## src/hdl/sfr_pkg.sv

```systemverilog
// ----------------------------------------------------------------------------
// Shape fill rasterizer package
// Shared constants, command and job codes, and the job record that passes
// from the command front end through the job queue to the fill engine.
// ----------------------------------------------------------------------------
package sfr_pkg;

    localparam int MAX_WIDTH  = 64;
    localparam int MAX_HEIGHT = 64;

    localparam int CMD_W     = 3;
    localparam int XY_W      = 9;
    localparam int SIZE_W    = 7;
    localparam int SYM_W     = 8;
    localparam int CNT_W     = 13;
    localparam int CFG_W     = 7;
    localparam int CFG_IDX_W = 1;

    localparam int COUNT_MAX = (2 ** CNT_W) - 1;

    localparam int COL_W  = $clog2(MAX_WIDTH + 1);
    localparam int ROW_W  = $clog2(MAX_HEIGHT + 1);
    localparam int GRID_W = (COL_W > ROW_W) ? COL_W : ROW_W;
    localparam int D_W    = (((GRID_W + 1) > XY_W) ? (GRID_W + 1) : XY_W) + 1;
    localparam int SQ_W   = 2 * SIZE_W;
    localparam int AREA_W = COL_W + ROW_W;

    localparam int DEPTH  = MAX_WIDTH * MAX_HEIGHT;
    localparam int ADDR_W = (DEPTH > 1) ? $clog2(DEPTH) : 1;

    localparam int QUEUE_DEPTH = 2;
    localparam int QPTR_W      = (QUEUE_DEPTH > 1) ? $clog2(QUEUE_DEPTH) : 1;
    localparam int QCNT_W      = $clog2(QUEUE_DEPTH + 1);

    localparam logic [CFG_W-1:0] CANVAS_RESET = 7'd64;

    localparam logic [CFG_IDX_W-1:0] REG_CANVAS_WIDTH  = 1'd0;
    localparam logic [CFG_IDX_W-1:0] REG_CANVAS_HEIGHT = 1'd1;

    localparam logic [CMD_W-1:0] CMD_CLEAR  = 3'd0;
    localparam logic [CMD_W-1:0] CMD_RECT   = 3'd1;
    localparam logic [CMD_W-1:0] CMD_TRI    = 3'd2;
    localparam logic [CMD_W-1:0] CMD_CIRCLE = 3'd3;
    localparam logic [CMD_W-1:0] CMD_READ   = 3'd4;

    localparam int KIND_W = 3;
    localparam logic [KIND_W-1:0] JOB_NONE   = 3'd0;
    localparam logic [KIND_W-1:0] JOB_CLEAR  = 3'd1;
    localparam logic [KIND_W-1:0] JOB_RECT   = 3'd2;
    localparam logic [KIND_W-1:0] JOB_TRI    = 3'd3;
    localparam logic [KIND_W-1:0] JOB_CIRCLE = 3'd4;
    localparam logic [KIND_W-1:0] JOB_READ   = 3'd5;

    typedef struct packed {
        logic [KIND_W-1:0]       kind;
        logic signed [XY_W-1:0] x;
        logic signed [XY_W-1:0] y;
        logic [SIZE_W-1:0]       a;
        logic [SIZE_W-1:0]       b;
        logic [SYM_W-1:0]        sym;
        logic [COL_W-1:0]        w;
        logic [ROW_W-1:0]        h;
        logic [SQ_W-1:0]         asq;
        logic [CNT_W-1:0]        area;
        logic                    rd_out;
        logic [ADDR_W-1:0]       rd_addr;
    } t_job;

    typedef struct packed {
        logic full;
        logic empty;
    } t_q_status;

endpackage

```

## src/hdl/sfr_queue.sv

```systemverilog
// ----------------------------------------------------------------------------
// Shape fill rasterizer job queue
// Short FIFO of classified jobs between the front end and the fill engine.
// ----------------------------------------------------------------------------
module sfr_queue (
    input  logic               i_clk,
    input  logic               i_rst_n,
    input  logic               i_push,
    input  sfr_pkg::t_job      i_job,
    input  logic               i_pop,
    output sfr_pkg::t_job      o_job,
    output sfr_pkg::t_q_status o_status
);

    sfr_pkg::t_job              r_mem [sfr_pkg::QUEUE_DEPTH];
    logic [sfr_pkg::QPTR_W-1:0] r_wr_ptr;
    logic [sfr_pkg::QPTR_W-1:0] r_rd_ptr;
    logic [sfr_pkg::QCNT_W-1:0] r_count;
    logic                       do_push;
    logic                       do_pop;

    assign o_status.full  = (r_count == sfr_pkg::QCNT_W'(sfr_pkg::QUEUE_DEPTH));
    assign o_status.empty = (r_count == '0);
    assign do_push        = i_push && !o_status.full;
    assign do_pop         = i_pop && !o_status.empty;
    assign o_job          = r_mem[r_rd_ptr];

    always_ff @(posedge i_clk) begin
        if (do_push) begin
            r_mem[r_wr_ptr] <= i_job;
        end
    end

    always_ff @(posedge i_clk) begin
        if (!i_rst_n) begin
            r_wr_ptr <= '0;
            r_rd_ptr <= '0;
            r_count  <= '0;
        end else begin
            if (do_push) begin
                r_wr_ptr <= (r_wr_ptr == sfr_pkg::QPTR_W'(sfr_pkg::QUEUE_DEPTH - 1)) ?
                            '0 : r_wr_ptr + 1'b1;
            end
            if (do_pop) begin
                r_rd_ptr <= (r_rd_ptr == sfr_pkg::QPTR_W'(sfr_pkg::QUEUE_DEPTH - 1)) ?
                            '0 : r_rd_ptr + 1'b1;
            end
            if (do_push && !do_pop) begin
                r_count <= r_count + 1'b1;
            end else if (do_pop && !do_push) begin
                r_count <= r_count - 1'b1;
            end
        end
    end

endmodule

```

## config.mk

```make
export PLATFORM = sky130hd
export DESIGN_NAME = sfr_queue
export DESIGN_NICKNAME = d
export VERILOG_FILES = /design/src/hdl/sfr_pkg.sv /design/src/hdl/sfr_queue.sv
export SDC_FILE = /design/constraint.sdc
export NUM_CORES = 1
export LEC_CHECK = 0
export ABC_CLOCK_PERIOD_IN_PS = 11800
export BUFFER_PORTS_ARGS = -buffer_cell sky130_fd_sc_hd__buf_2
export CORE_ASPECT_RATIO = 1.25
export CORE_UTILIZATION = 45
export DETAILED_ROUTE_END_ITERATION = 7
export PLACE_DENSITY_LB_ADDON = 0.15
export SYNTH_ARGS = -nofsm -noshare
export SYNTH_HDL_FRONTEND = slang
export SYNTH_SLANG_ARGS = --single-unit
```

## constraint.sdc

```tcl
create_clock -name i_clk -period 11.8 [get_ports i_clk]
set_input_delay 2.36 -clock i_clk [delete_from_list [all_inputs] [get_ports i_clk]]
set_output_delay 2.36 -clock i_clk [all_outputs]
set_load 0.05 [all_outputs]
```

==> metrics.md <==
| Metric | Value |
|---|---|
| Status | `completed` |
| Max stage delay on crit path | `0.75 ns` |
| Final setup viols | `0` |
| Worst setup EP type | `primary output` |
| Chip Width | `roughly 120 um` |
| # DRC | `0` |
| CTS tree | `built` |
| CP Launch Type | `flip-flop` |
| Core Box Area | `around 0.016 sq mm` |
| H-tree levels | `4` |
| GPL Wtd Cong | `between 0.7 and 0.8` |
| Worst-Skew Late Latency | `between 0.4 and 0.5 ns` |
| Synth Cell Area | `roughly 0.0074 sq mm` |
| Hold WC Path Type | `flip-flop to flip-flop` |
| Yosys warnings | `0` |
| Leak Pwr | `roughly 3.5 nW` |
| HPWL Detailed | `~8600 um` |
| Net count, final | `640` |
| First-iteration detailed-routing DRC count | `180` |
| Top cells by area, synth | `edfxtp_1 (79%), mux2_2 (10%), mux2_4 (6.1%), dfxtp_1 (1.4%), buf_6 (0.77%)` |
| Met2 Use GR | `0.272` |
| Worst hold path startpoint | `r_count[1]` |
| Clock tree buffer depth | `2` |
| Post-CTS Resized | `0` |
| Synth area leader | `edfxtp_1` |
| GRT Residual Overflow | `0` |
| CP Capture Point | `o_job[79]` |
| Top_reg_cell synth | `edfxtp_1` |
| Synth cell types | `22` |
| DR WL/cell | `~17 um` |
| Most Used Layer, Global Route | `met2` |
| Number of CTS-inserted buffers | `17` |
| Critical Path Stages | `3` |
| Layout cells sized above 1 | `0.608` |
| Crit-path cells | `buf_4, mux2_2, buf_2` |
| Cell with the most instances after synthesis | `edfxtp_1` |
| IO Pins | `200` |
| Root buf cell | `clkbuf_16` |
| Post-route minimum period | `approximately 5 ns` |
| Drt pass-1 iters | `4` |
| Hold buffers post-CTS | `0` |
| Maximum fanout along the worst path | `56` |
| Hold Vio Cnt, Final | `0` |
| Least-Margin Pin Slew | `approximately 0.98 ns` |
| DIE AREA | `approximately 0.017 sq mm` |
| Seq/Total Area, Yosys | `0.806` |
| Met1 usage | `0.169` |
| Mapped Cells | `327` |
| Antenna violations before repair | `1` |
| Syn Nets | `between 400 and 500` |
| R2R Path End | `r_mem[0][25]` |
| Initial core utilization | `0.466` |
| Post-synth top cells | `edfxtp_1 (194), mux2_2 (67), mux2_4 (30)` |
| Peak supply drop | `between 0.1 and 0.15 mV` |
| First-pass GRT wire length | `~19000 um` |
| Clk sinks | `between 150 and 200` |
| Fin crit share | `0.424` |
| R2R depth | `5` |
| Post-synth EDFFs | `between 150 and 200` |
| CTS clock-pin slew for the worst setup and hold paths | `approximately 0.060 ns` |
| Clock skew | `between 0.01 and 0.015 ns` |
| Largest net degree at the start of global routing | `73` |
| Routed Antenna Nets | `0` |
| Die height | `145 um` |
| Synth Register Bits | `199` |
| WS Path Type | `flip-flop to primary output` |
| Worst Path Arrival | `~2.6 ns` |
| ANT cells | `0` |
| Fin Hold WS | `approximately 0.53 ns` |
| Max Cap Violations | `0` |
| Worst r2r src | `r_count[0]` |
| R2R Setup Slk | `approximately 9.4 ns` |
| Max Freq | `approximately 200 MHz` |
| Met3 Resource Use GR | `0.0683` |
| P&R area growth vs syn | `25.4%` |
| Slew HR | `0.344` |
| Slowest cell on crit path | `buf_4` |
| CP required | `about 9.4 ns` |
| Via density | `between 4 and 5` |
| Pwr dens | `roughly 260 mW/mm^2` |
| Setup tns final | `0 ns` |
| Vias in the first global route | `~3700` |
| Post-CTS Setup Bufs | `0` |
| Mean Syn Cell Area | `about 22 sq um` |
| Cell family with most CP delay | `buffers and inverters` |
| Max-slew violations | `0` |
| Post-Route WL | `around 13000 um` |
| Post-synth top area share | `0.793` |
| CP bufs+invs | `2` |
| IO buf count | `199` |
| Via Count | `3653` |
| Total Routing Usage GR | `0.160` |
| Synth async-reset ratio | `0` |
| Row cnt | `roughly 50` |
| Unrepaired setup endpoints after global routing | `false` |
[area by class of cell]
class,count,area (sq um)
Sequential cell,199,5930
Timing Repair Buffer,203,1030
Clock buffer,17,425
Clock inverter,15,224
Multi-Input combinational cell,115,1340
Fill cell,1252,6540
Tap cell,212,265
Inverter,2,7.51
[stage by stage]
step / total power, W / instance area (sq um) / util / worst slack, ns / cells
4_1_cts: 0.00239 / 9220 / 0.585 / 6.75 / 763
3_5_place_dp: 0.00177 / 8570 / 0.544 / 7.22 / 731
5_1_grt: 0.00246 / 9220 / 0.585 / 6.63 / 763
2_1_floorplan: 0.00161 / 7350 / - / 5.06 / 327
6_report: 0.00237 / 9220 / 0.585 / 6.80 / 763
3_3_place_gp: 0.00176 / 8570 / 0.544 / 7.26 / 731
[layer usage]
metal  part of all wire  wire [um]  up-vias
met5             0.0013         17        -
met4              0.020        262        2
met3              0.078       1020       23
met2               0.52       6760      126
met1               0.38       4970     1774
li1                   -          -     1728
[sequential cells by signal, indices dropped and copies added (netlist names), named ones only]
name,cells
r_wr_ptr,1
r_rd_ptr,1
r_mem,194
r_count,2
[worst min-delay path by stage]
stage,endpoint,slack (ns),cells after the start
detailed placement,r_count[1],0.51,2
floorplan,r_count[1],0.48,2
finish,r_count[1],0.53,2
CTS,r_count[1],0.53,2
global route,r_count[1],0.57,2
global placement,r_count[1],0.50,2
[worst register-to-register path: cells and delay by family (launching register included)]
| family | cells | cell delay (ns) |
|---|---|---|
| buffers and inverters | 3 | 1.29 |
| AND/OR/NAND/NOR | 2 | 0.30 |
| flip-flops | 1 | 0.43 |
[report_power, final]
group / switching (W) / total [W] / internal (W)
Combinational: 0.000571 / 0.000808 / 0.000236
Clock: 0.000249 / 0.000626 / 0.000378
Sequential: 0.0000431 / 0.000932 / 0.000889
[placed cells by master, fill, tap and decap left out, types with 2 or more instances in the layout]
master	netlist	routed
and2_1	3	3
inv_6	0	2
clkinvlp_4	0	3
bufinv_16	0	5
mux2_2	67	67
mux2_4	30	30
nor2_1	2	2
clkbuf_16	0	17
xnor2_1	2	2
buf_4	0	4
clkinv_2	0	2
dfxtp_1	5	4
edfxtp_1	194	194
buf_2	6	199
[cells by family after synthesis]
kind of cell,synth area share
and+or+nand+nor,0.00749
xor gates and xnor gates,0.00358
muxes,0.164
DFF,0.806
buffers and inverters,0.0128
AOI/OAI and AO/OA,0.00443
adders and majority gates,0.00170
Power figures use the tool's default switching activity.
