<file path="config.mk">
export PLATFORM = sky130hd
export DESIGN_NAME = sfr_front_flat
export DESIGN_NICKNAME = d
export VERILOG_FILES = /design/src/hdl/sfr_pkg.sv /design/src/hdl/sfr_cmd_if.sv /design/src/hdl/sfr_front.sv /design/src/flat_wrapper.sv
export SDC_FILE = /design/constraint.sdc
export NUM_CORES = 1
export LEC_CHECK = 0
export BUFFER_PORTS_ARGS = -buffer_cell sky130_fd_sc_hd__buf_2
export CELL_PAD_IN_SITES_DETAIL_PLACEMENT = 1
export CELL_PAD_IN_SITES_GLOBAL_PLACEMENT = 1
export CORE_ASPECT_RATIO = 1.4
export CORE_MARGIN = 2
export CORE_UTILIZATION = 33
export DETAILED_ROUTE_END_ITERATION = 7
export GPL_TIMING_DRIVEN = 0
export PLACE_DENSITY = 0.77
export SLEW_MARGIN = 10
export SYNTH_ARGS = -nofsm -noshare
export SYNTH_HDL_FRONTEND = slang
export SYNTH_SLANG_ARGS = --single-unit
</file>
<file path="constraint.sdc">
create_clock -name i_clk -period 4.7 [get_ports i_clk]
set_input_delay 0.235 -clock i_clk [delete_from_list [all_inputs] [get_ports i_clk]]
set_output_delay 0.235 -clock i_clk [all_outputs]
set_load 0.005 [all_outputs]
</file>
<file path="src/hdl/sfr_pkg.sv">
// ----------------------------------------------------------------------------
// Shape fill rasterizer package
// Shared constants, command and job codes, and the job record that passes
// from the command front end through the job queue to the fill engine.
// ----------------------------------------------------------------------------
package sfr_pkg;

    localparam int MAX_WIDTH  = 64;
    localparam int MAX_HEIGHT = 64;

    localparam int CMD_W     = 3;
    localparam int XY_W      = 9;
    localparam int SIZE_W    = 7;
    localparam int SYM_W     = 8;
    localparam int CNT_W     = 13;
    localparam int CFG_W     = 7;
    localparam int CFG_IDX_W = 1;

    localparam int COUNT_MAX = (2 ** CNT_W) - 1;

    localparam int COL_W  = $clog2(MAX_WIDTH + 1);
    localparam int ROW_W  = $clog2(MAX_HEIGHT + 1);
    localparam int GRID_W = (COL_W > ROW_W) ? COL_W : ROW_W;
    localparam int D_W    = (((GRID_W + 1) > XY_W) ? (GRID_W + 1) : XY_W) + 1;
    localparam int SQ_W   = 2 * SIZE_W;
    localparam int AREA_W = COL_W + ROW_W;

    localparam int DEPTH  = MAX_WIDTH * MAX_HEIGHT;
    localparam int ADDR_W = (DEPTH > 1) ? $clog2(DEPTH) : 1;

    localparam int QUEUE_DEPTH = 2;
    localparam int QPTR_W      = (QUEUE_DEPTH > 1) ? $clog2(QUEUE_DEPTH) : 1;
    localparam int QCNT_W      = $clog2(QUEUE_DEPTH + 1);

    localparam logic [CFG_W-1:0] CANVAS_RESET = 7'd64;

    localparam logic [CFG_IDX_W-1:0] REG_CANVAS_WIDTH  = 1'd0;
    localparam logic [CFG_IDX_W-1:0] REG_CANVAS_HEIGHT = 1'd1;

    localparam logic [CMD_W-1:0] CMD_CLEAR  = 3'd0;
    localparam logic [CMD_W-1:0] CMD_RECT   = 3'd1;
    localparam logic [CMD_W-1:0] CMD_TRI    = 3'd2;
    localparam logic [CMD_W-1:0] CMD_CIRCLE = 3'd3;
    localparam logic [CMD_W-1:0] CMD_READ   = 3'd4;

    localparam int KIND_W = 3;
    localparam logic [KIND_W-1:0] JOB_NONE   = 3'd0;
    localparam logic [KIND_W-1:0] JOB_CLEAR  = 3'd1;
    localparam logic [KIND_W-1:0] JOB_RECT   = 3'd2;
    localparam logic [KIND_W-1:0] JOB_TRI    = 3'd3;
    localparam logic [KIND_W-1:0] JOB_CIRCLE = 3'd4;
    localparam logic [KIND_W-1:0] JOB_READ   = 3'd5;

    typedef struct packed {
        logic [KIND_W-1:0]       kind;
        logic signed [XY_W-1:0] x;
        logic signed [XY_W-1:0] y;
        logic [SIZE_W-1:0]       a;
        logic [SIZE_W-1:0]       b;
        logic [SYM_W-1:0]        sym;
        logic [COL_W-1:0]        w;
        logic [ROW_W-1:0]        h;
        logic [SQ_W-1:0]         asq;
        logic [CNT_W-1:0]        area;
        logic                    rd_out;
        logic [ADDR_W-1:0]       rd_addr;
    } t_job;

    typedef struct packed {
        logic full;
        logic empty;
    } t_q_status;

endpackage

</file>
<file path="src/hdl/sfr_cmd_if.sv">
// ----------------------------------------------------------------------------
// Shape fill rasterizer command channel
// Valid/ready channel that carries one drawing or read command per beat.
// ----------------------------------------------------------------------------
interface sfr_cmd_if;
    logic                            valid;
    logic                            ready;
    logic [sfr_pkg::CMD_W-1:0]       cmd;
    logic signed [sfr_pkg::XY_W-1:0] x_origin;
    logic signed [sfr_pkg::XY_W-1:0] y_origin;
    logic [sfr_pkg::SIZE_W-1:0]      size_a;
    logic [sfr_pkg::SIZE_W-1:0]      size_b;
    logic [sfr_pkg::SYM_W-1:0]       symbol;

    modport source (
        output valid, cmd, x_origin, y_origin, size_a, size_b, symbol,
        input  ready
    );

    modport sink (
        input  valid, cmd, x_origin, y_origin, size_a, size_b, symbol,
        output ready
    );
endinterface

</file>
<file path="src/hdl/sfr_front.sv">
// ----------------------------------------------------------------------------
// Shape fill rasterizer front end
// Holds the canvas registers, accepts commands and classifies each one into
// a job record with clipped canvas size, squared radius and read address.
// ----------------------------------------------------------------------------
module sfr_front (
    input  logic                              i_clk,
    input  logic                              i_rst_n,
    sfr_cmd_if.sink                           i_cmd,
    input  logic                              i_cfg_we,
    input  logic [sfr_pkg::CFG_IDX_W-1:0]     i_cfg_idx,
    input  logic [sfr_pkg::CFG_W-1:0]         i_cfg_data,
    input  sfr_pkg::t_q_status                i_q,
    output logic                              o_push,
    output sfr_pkg::t_job                     o_job
);

    logic [sfr_pkg::CFG_W-1:0]  r_canvas_w;
    logic [sfr_pkg::CFG_W-1:0]  r_canvas_h;
    logic [sfr_pkg::COL_W-1:0]  w_use;
    logic [sfr_pkg::ROW_W-1:0]  h_use;
    logic [sfr_pkg::AREA_W-1:0] area_full;
    logic                       empty_canvas;
    logic                       x_out;
    logic                       y_out;
    logic [sfr_pkg::XY_W-2:0]   x_mag;
    logic [sfr_pkg::XY_W-2:0]   y_mag;

    always_ff @(posedge i_clk) begin
        if (!i_rst_n) begin
            r_canvas_w <= sfr_pkg::CANVAS_RESET;
            r_canvas_h <= sfr_pkg::CANVAS_RESET;
        end else if (i_cfg_we) begin
            case (i_cfg_idx)
                sfr_pkg::REG_CANVAS_WIDTH: begin
                    r_canvas_w <= i_cfg_data;
                end
                sfr_pkg::REG_CANVAS_HEIGHT: begin
                    r_canvas_h <= i_cfg_data;
                end
                default: begin
                end
            endcase
        end
    end

    always_comb begin
        w_use = (int'(r_canvas_w) > sfr_pkg::MAX_WIDTH) ?
                sfr_pkg::COL_W'(sfr_pkg::MAX_WIDTH) : sfr_pkg::COL_W'(r_canvas_w);
        h_use = (int'(r_canvas_h) > sfr_pkg::MAX_HEIGHT) ?
                sfr_pkg::ROW_W'(sfr_pkg::MAX_HEIGHT) : sfr_pkg::ROW_W'(r_canvas_h);
        area_full = sfr_pkg::AREA_W'(w_use) * sfr_pkg::AREA_W'(h_use);
        empty_canvas = (w_use == '0) || (h_use == '0);

        x_mag = i_cmd.x_origin[sfr_pkg::XY_W-2:0];
        y_mag = i_cmd.y_origin[sfr_pkg::XY_W-2:0];
        x_out = i_cmd.x_origin[sfr_pkg::XY_W-1] ||
                ({1'b0, x_mag} >= sfr_pkg::XY_W'(w_use));
        y_out = i_cmd.y_origin[sfr_pkg::XY_W-1] ||
                ({1'b0, y_mag} >= sfr_pkg::XY_W'(h_use));

        o_job.x       = i_cmd.x_origin;
        o_job.y       = i_cmd.y_origin;
        o_job.a       = i_cmd.size_a;
        o_job.b       = i_cmd.size_b;
        o_job.sym     = i_cmd.symbol;
        o_job.w       = w_use;
        o_job.h       = h_use;
        o_job.asq     = sfr_pkg::SQ_W'(i_cmd.size_a) * sfr_pkg::SQ_W'(i_cmd.size_a);
        o_job.area    = (int'(area_full) > sfr_pkg::COUNT_MAX) ?
                        sfr_pkg::CNT_W'(sfr_pkg::COUNT_MAX) : sfr_pkg::CNT_W'(area_full);
        o_job.rd_out  = x_out || y_out;
        o_job.rd_addr = sfr_pkg::ADDR_W'(int'(y_mag) * sfr_pkg::MAX_WIDTH + int'(x_mag));

        case (i_cmd.cmd)
            sfr_pkg::CMD_CLEAR: begin
                o_job.kind = sfr_pkg::JOB_CLEAR;
            end
            sfr_pkg::CMD_RECT: begin
                o_job.kind = empty_canvas ? sfr_pkg::JOB_NONE : sfr_pkg::JOB_RECT;
            end
            sfr_pkg::CMD_TRI: begin
                o_job.kind = empty_canvas ? sfr_pkg::JOB_NONE : sfr_pkg::JOB_TRI;
            end
            sfr_pkg::CMD_CIRCLE: begin
                o_job.kind = empty_canvas ? sfr_pkg::JOB_NONE : sfr_pkg::JOB_CIRCLE;
            end
            sfr_pkg::CMD_READ: begin
                o_job.kind = sfr_pkg::JOB_READ;
            end
            default: begin
                o_job.kind = sfr_pkg::JOB_NONE;
            end
        endcase
    end

    assign i_cmd.ready = !i_q.full;
    assign o_push      = i_cmd.valid && !i_q.full;

endmodule

</file>
<file path="src/flat_wrapper.sv">
// flat-port wrapper written by rule: the top's interface ports become plain ports
module sfr_front_flat 
  (i_clk, i_rst_n, i_cfg_we, i_cfg_idx, i_cfg_data, i_q, o_push, o_job, i_cmd_valid, i_cmd_cmd, i_cmd_x_origin, i_cmd_y_origin, i_cmd_size_a, i_cmd_size_b, i_cmd_symbol, i_cmd_ready);
  sfr_cmd_if i_cmd_i ();
  input  logic i_clk;
  input  logic i_rst_n;
  input  logic i_cfg_we;
  input  logic [sfr_pkg::CFG_IDX_W-1:0] i_cfg_idx;
  input  logic [sfr_pkg::CFG_W-1:0] i_cfg_data;
  input  sfr_pkg::t_q_status i_q;
  output logic o_push;
  output sfr_pkg::t_job o_job;
  input wire logic [$bits(i_cmd_i.valid)-1:0] i_cmd_valid;
  input wire logic [$bits(i_cmd_i.cmd)-1:0] i_cmd_cmd;
  input wire logic [$bits(i_cmd_i.x_origin)-1:0] i_cmd_x_origin;
  input wire logic [$bits(i_cmd_i.y_origin)-1:0] i_cmd_y_origin;
  input wire logic [$bits(i_cmd_i.size_a)-1:0] i_cmd_size_a;
  input wire logic [$bits(i_cmd_i.size_b)-1:0] i_cmd_size_b;
  input wire logic [$bits(i_cmd_i.symbol)-1:0] i_cmd_symbol;
  output wire logic [$bits(i_cmd_i.ready)-1:0] i_cmd_ready;
  assign i_cmd_i.valid = i_cmd_valid;
  assign i_cmd_i.cmd = i_cmd_cmd;
  assign i_cmd_i.x_origin = i_cmd_x_origin;
  assign i_cmd_i.y_origin = i_cmd_y_origin;
  assign i_cmd_i.size_a = i_cmd_size_a;
  assign i_cmd_i.size_b = i_cmd_size_b;
  assign i_cmd_i.symbol = i_cmd_symbol;
  assign i_cmd_ready = i_cmd_i.ready;
  sfr_front u_core (.i_clk(i_clk), .i_rst_n(i_rst_n), .i_cmd(i_cmd_i), .i_cfg_we(i_cfg_we), .i_cfg_idx(i_cfg_idx), .i_cfg_data(i_cfg_data), .i_q(i_q), .o_push(o_push), .o_job(o_job));
endmodule
</file>
==> parameters.txt <==
Parameter                              Value

Synthesis
  EDFF count, synth    0
  Most frequently used cell type in the post-synthesis netlist    sky130_fd_sc_hd__ha_1
  Most used flip-flop cell after synthesis    sky130_fd_sc_hd__dfxtp_1
  Share of flip-flops with an asynchronous set or reset after synthesis    0%
  Synth Net Count    704
  Dominant cells by area after synthesis    sky130_fd_sc_hd__ha_1 (21%), sky130_fd_sc_hd__fa_1 (19%), sky130_fd_sc_hd__buf_4 (8.5%)
  Total number of yosys warnings    0
  Top-area cell type share of the netlist area    21.30%
  FF+latch count, synth    14
  Commonest cells in the netlist    sky130_fd_sc_hd__ha_1 (72), sky130_fd_sc_hd__nand2_1 (70), sky130_fd_sc_hd__inv_1 (62)
  Number of standard cells after synthesis    535
  Count of unique library cells instantiated by Yosys    47
  Mean area per synthesized cell    7.905 sq um
  Fraction of the yosys area taken by sequential cells    6.627%
  Leading area contributor after synthesis    sky130_fd_sc_hd__ha_1
  Netlist area before placement    0.004229 sq mm

Clock network
  Post-cts hold buffer count    0
  Num CTS Buffers    3
  CTS H-Tree Depth    1
  Clock Path Buffers    2
  Buffer type at the clock tree root    sky130_fd_sc_hd__clkbuf_16
  Clk Latency, worst-skew pair    0.24 ns
  Register clock-pin slew on the reported worst setup and hold paths    0.04 ns
  # clock sinks    14
  TritonCTS clock tree    done

STA
  F_max    0.2108 GHz
  Final total negative setup slack    -0.2066 ns
  Max-slew headroom    47.47%
  Pins over their slew limit    0
  Final hold violation count    0
  Minimum period implied by the final worst setup slack    4.744 ns
  Fin crit share    100.9%
  Minimum setup slack in the final design    -0.04438 ns
  Setup repair after global routing missed its margin    yes
  Number of failing setup endpoints in the final timing report    9
  Actual slew at the worst max-slew pin    0.7778 ns
  Smallest hold slack    0.2655 ns
  Worst Skew    0 ns

Setup path
  Crit path kind    reg -> out
  CP max FO    7
  Startpoint Class    flip-flop
  Worst Path Arrival    4.51 ns
  Worst Path Required    4.47 ns
  CP endpoint kind    primary output

Floorplan
  Cell row count    48
  Width of the die    99.68 um
  Initial standard-cell utilization of the core    34.02%
  Area of the die    0.01375 sq mm
  Die span in y    137.9 um
  Placeable core area    0.01243 sq mm
  Num ports    156

Detailed routing
  Avg Vias per Cell    4.991
  Avg WL per Cell    16.07 um
  Antenna viol nets, final    0
  Detailed-router iteration count before antenna repair    4
  Detailed Route Iter0 Violations    68
  Via Count    4252
  Post-detailed-route DRC marker count    0
  Post-detailed-routing wire length    13.69 mm

Run status
  Status    complete, but fails checks
  Failing checks    setup timing

Cells and area
  Core Util, Final    46.40%
  Number of nets in the final layout    872
  Area of the multi-input gates    0.003540 sq mm
  Layout filler cell count    1524
  Count of antenna diodes in the layout    0
  Layout Area Growth over Synthesis    36.39%
  Area of all sequential standard cells    287.8 sq um
  Post-route non-filler standard cell count    852
  Share of layout cells above drive strength 1    38.75%

Placed design
  Placed Cells incl. Taps    820
  HPWL after detailed placement    11.02 mm
  Routability cong.    0.8675
  Port Buffers    135

Flow run
  Count of max-cap constraint violations    0

Pwr
  Pleak    3.225 nW
  Maximum vdd ir drop    0.1923 mV
  Post-layout total power    962.8 uW
  Power density cells    166.9 mW/mm^2

Global routing
  Number of global-route vias before repair    4554
  All-Layer GR Usage    19.57%
  Wire length of the first global-routing pass    21.71 mm
  Largest net degree at the start of global routing    14
  Number of antenna violations at the first check in global routing    0
  GRT Residual Overflow    0

Min path
  Path category of the worst min-delay check    in -> reg
[flip-flops by register name, indices dropped and copies added (netlist names)]
signal / flops
u_core.r_canvas_h: 7
u_core.r_canvas_w: 7
[power by group]
part	internal (mW)	switching (mW)	total, mW
Clock	0.128	0.0439	0.172
Sequential	0.125	0.00955	0.134
Combinational	0.329	0.327	0.656
[cells by family after synthesis]
| family | after synthesis | synth area share, % |
|---|---|---|
| AOI/OAI and AO/OA | 72 | 11.63 |
| other | 1 | 0.08867 |
| and+or+nand+nor | 183 | 19.97 |
| xor gates and xnor gates | 26 | 5.385 |
| DFF | 14 | 6.627 |
| buffers and inverters | 124 | 15.33 |
| muxes | 3 | 0.7396 |
| adders and majority gates | 112 | 40.24 |
[metal layers]
metal | vias to the layer above | track usage (%) | wire length, um
met5 | - | 0 | 0
met3 | 20 | 0.8065 | 315
met4 | 0 | 3.729 | 215
met1 | 2099 | 19.73 | 4853
met2 | 97 | 43.09 | 8306
li1 | 2036 | - | -
[cell usage in the layout (no fill, tap or decap), drive strengths merged, types with 2 or more instances in the layout]
cell type,instances
and3,4
dfxtp,14
clkbuf,12
ha,72
o21ai,13
nand3,14
nor2,44
or3,5
nor3,4
nor2b,11
a21oi,15
o2111ai,2
o211ai,3
a31oi,3
xor2,9
nor3b,2
a21o,10
buf,215
xnor2,17
o21a,2
and2,16
a31o,2
fa,40
mux2i,2
a21boi,12
nand2b,7
a211oi,3
or4,2
inv,64
nand2,70
nor4,3
[area by class of cell]
| class | count | area share (%) |
|---|---|---|
| well taps | 150 | 3.254 |
| repair buffers | 165 | 16.68 |
| multi-input cells | 397 | 61.37 |
| clock buffers | 4 | 1.540 |
| flip-flops and latches | 14 | 4.989 |
| inverters | 64 | 4.642 |
| plain buffers | 58 | 7.527 |
[worst max-delay path: stages, from the launching register on]
cell and delay, ns:
sky130_fd_sc_hd__dfxtp_4 0.35, sky130_fd_sc_hd__inv_4 0.08, sky130_fd_sc_hd__clkbuf_16 0.18, sky130_fd_sc_hd__nand2_8 0.07, sky130_fd_sc_hd__buf_4 0.17, sky130_fd_sc_hd__nor2_1 0.13, sky130_fd_sc_hd__fa_1 0.46, sky130_fd_sc_hd__fa_1 0.52
sky130_fd_sc_hd__fa_1 0.49, sky130_fd_sc_hd__ha_1 0.31, sky130_fd_sc_hd__ha_1 0.26, sky130_fd_sc_hd__a21o_1 0.21, sky130_fd_sc_hd__a21oi_2 0.16, sky130_fd_sc_hd__o21a_1 0.16, sky130_fd_sc_hd__o21ai_2 0.07, sky130_fd_sc_hd__xnor2_2 0.27
sky130_fd_sc_hd__buf_4 0.20, sky130_fd_sc_hd__nand2_1 0.06, sky130_fd_sc_hd__buf_2 0.13
[what timing repair did]
action                                  4_1_cts  5_1_grt
gates resized for setup                      73       32
gates cloned                                  1        0
endpoints found under the setup margin       14       14
buffers inserted                             21        8
pin swaps                                    21       16
[final timing paths]
check                                         start  slack (ns)                                end  cells past startpoint
hold reg to reg   u_core.r_canvas_h[0]$_SDFFE_PN0P_        0.50  u_core.r_canvas_h[0]$_SDFFE_PN0P_                      2
setup reg to reg  u_core.r_canvas_w[6]$_SDFFE_PN1P_        3.71  u_core.r_canvas_w[6]$_SDFFE_PN1P_                      4
hold / removal                        i_cfg_data[4]        0.27  u_core.r_canvas_w[4]$_SDFFE_PN0P_                      3
setup / recovery  u_core.r_canvas_w[6]$_SDFFE_PN1P_       -0.04                          o_job[23]                     18
[through the flow]
| stage | setup slack [ns] | area (sq um) |
|---|---|---|
| 6_report | -0.04438 | 5768 |
| 2_1_floorplan | 0.01983 | 4230 |
| 3_3_place_gp | -0.8091 | 5094 |
| 5_1_grt | -0.2430 | 5768 |
| 3_5_place_dp | -0.9153 | 5094 |
| 4_1_cts | 0.0003908 | 5605 |
No activity file was read; power rests on OpenSTA's default activity.
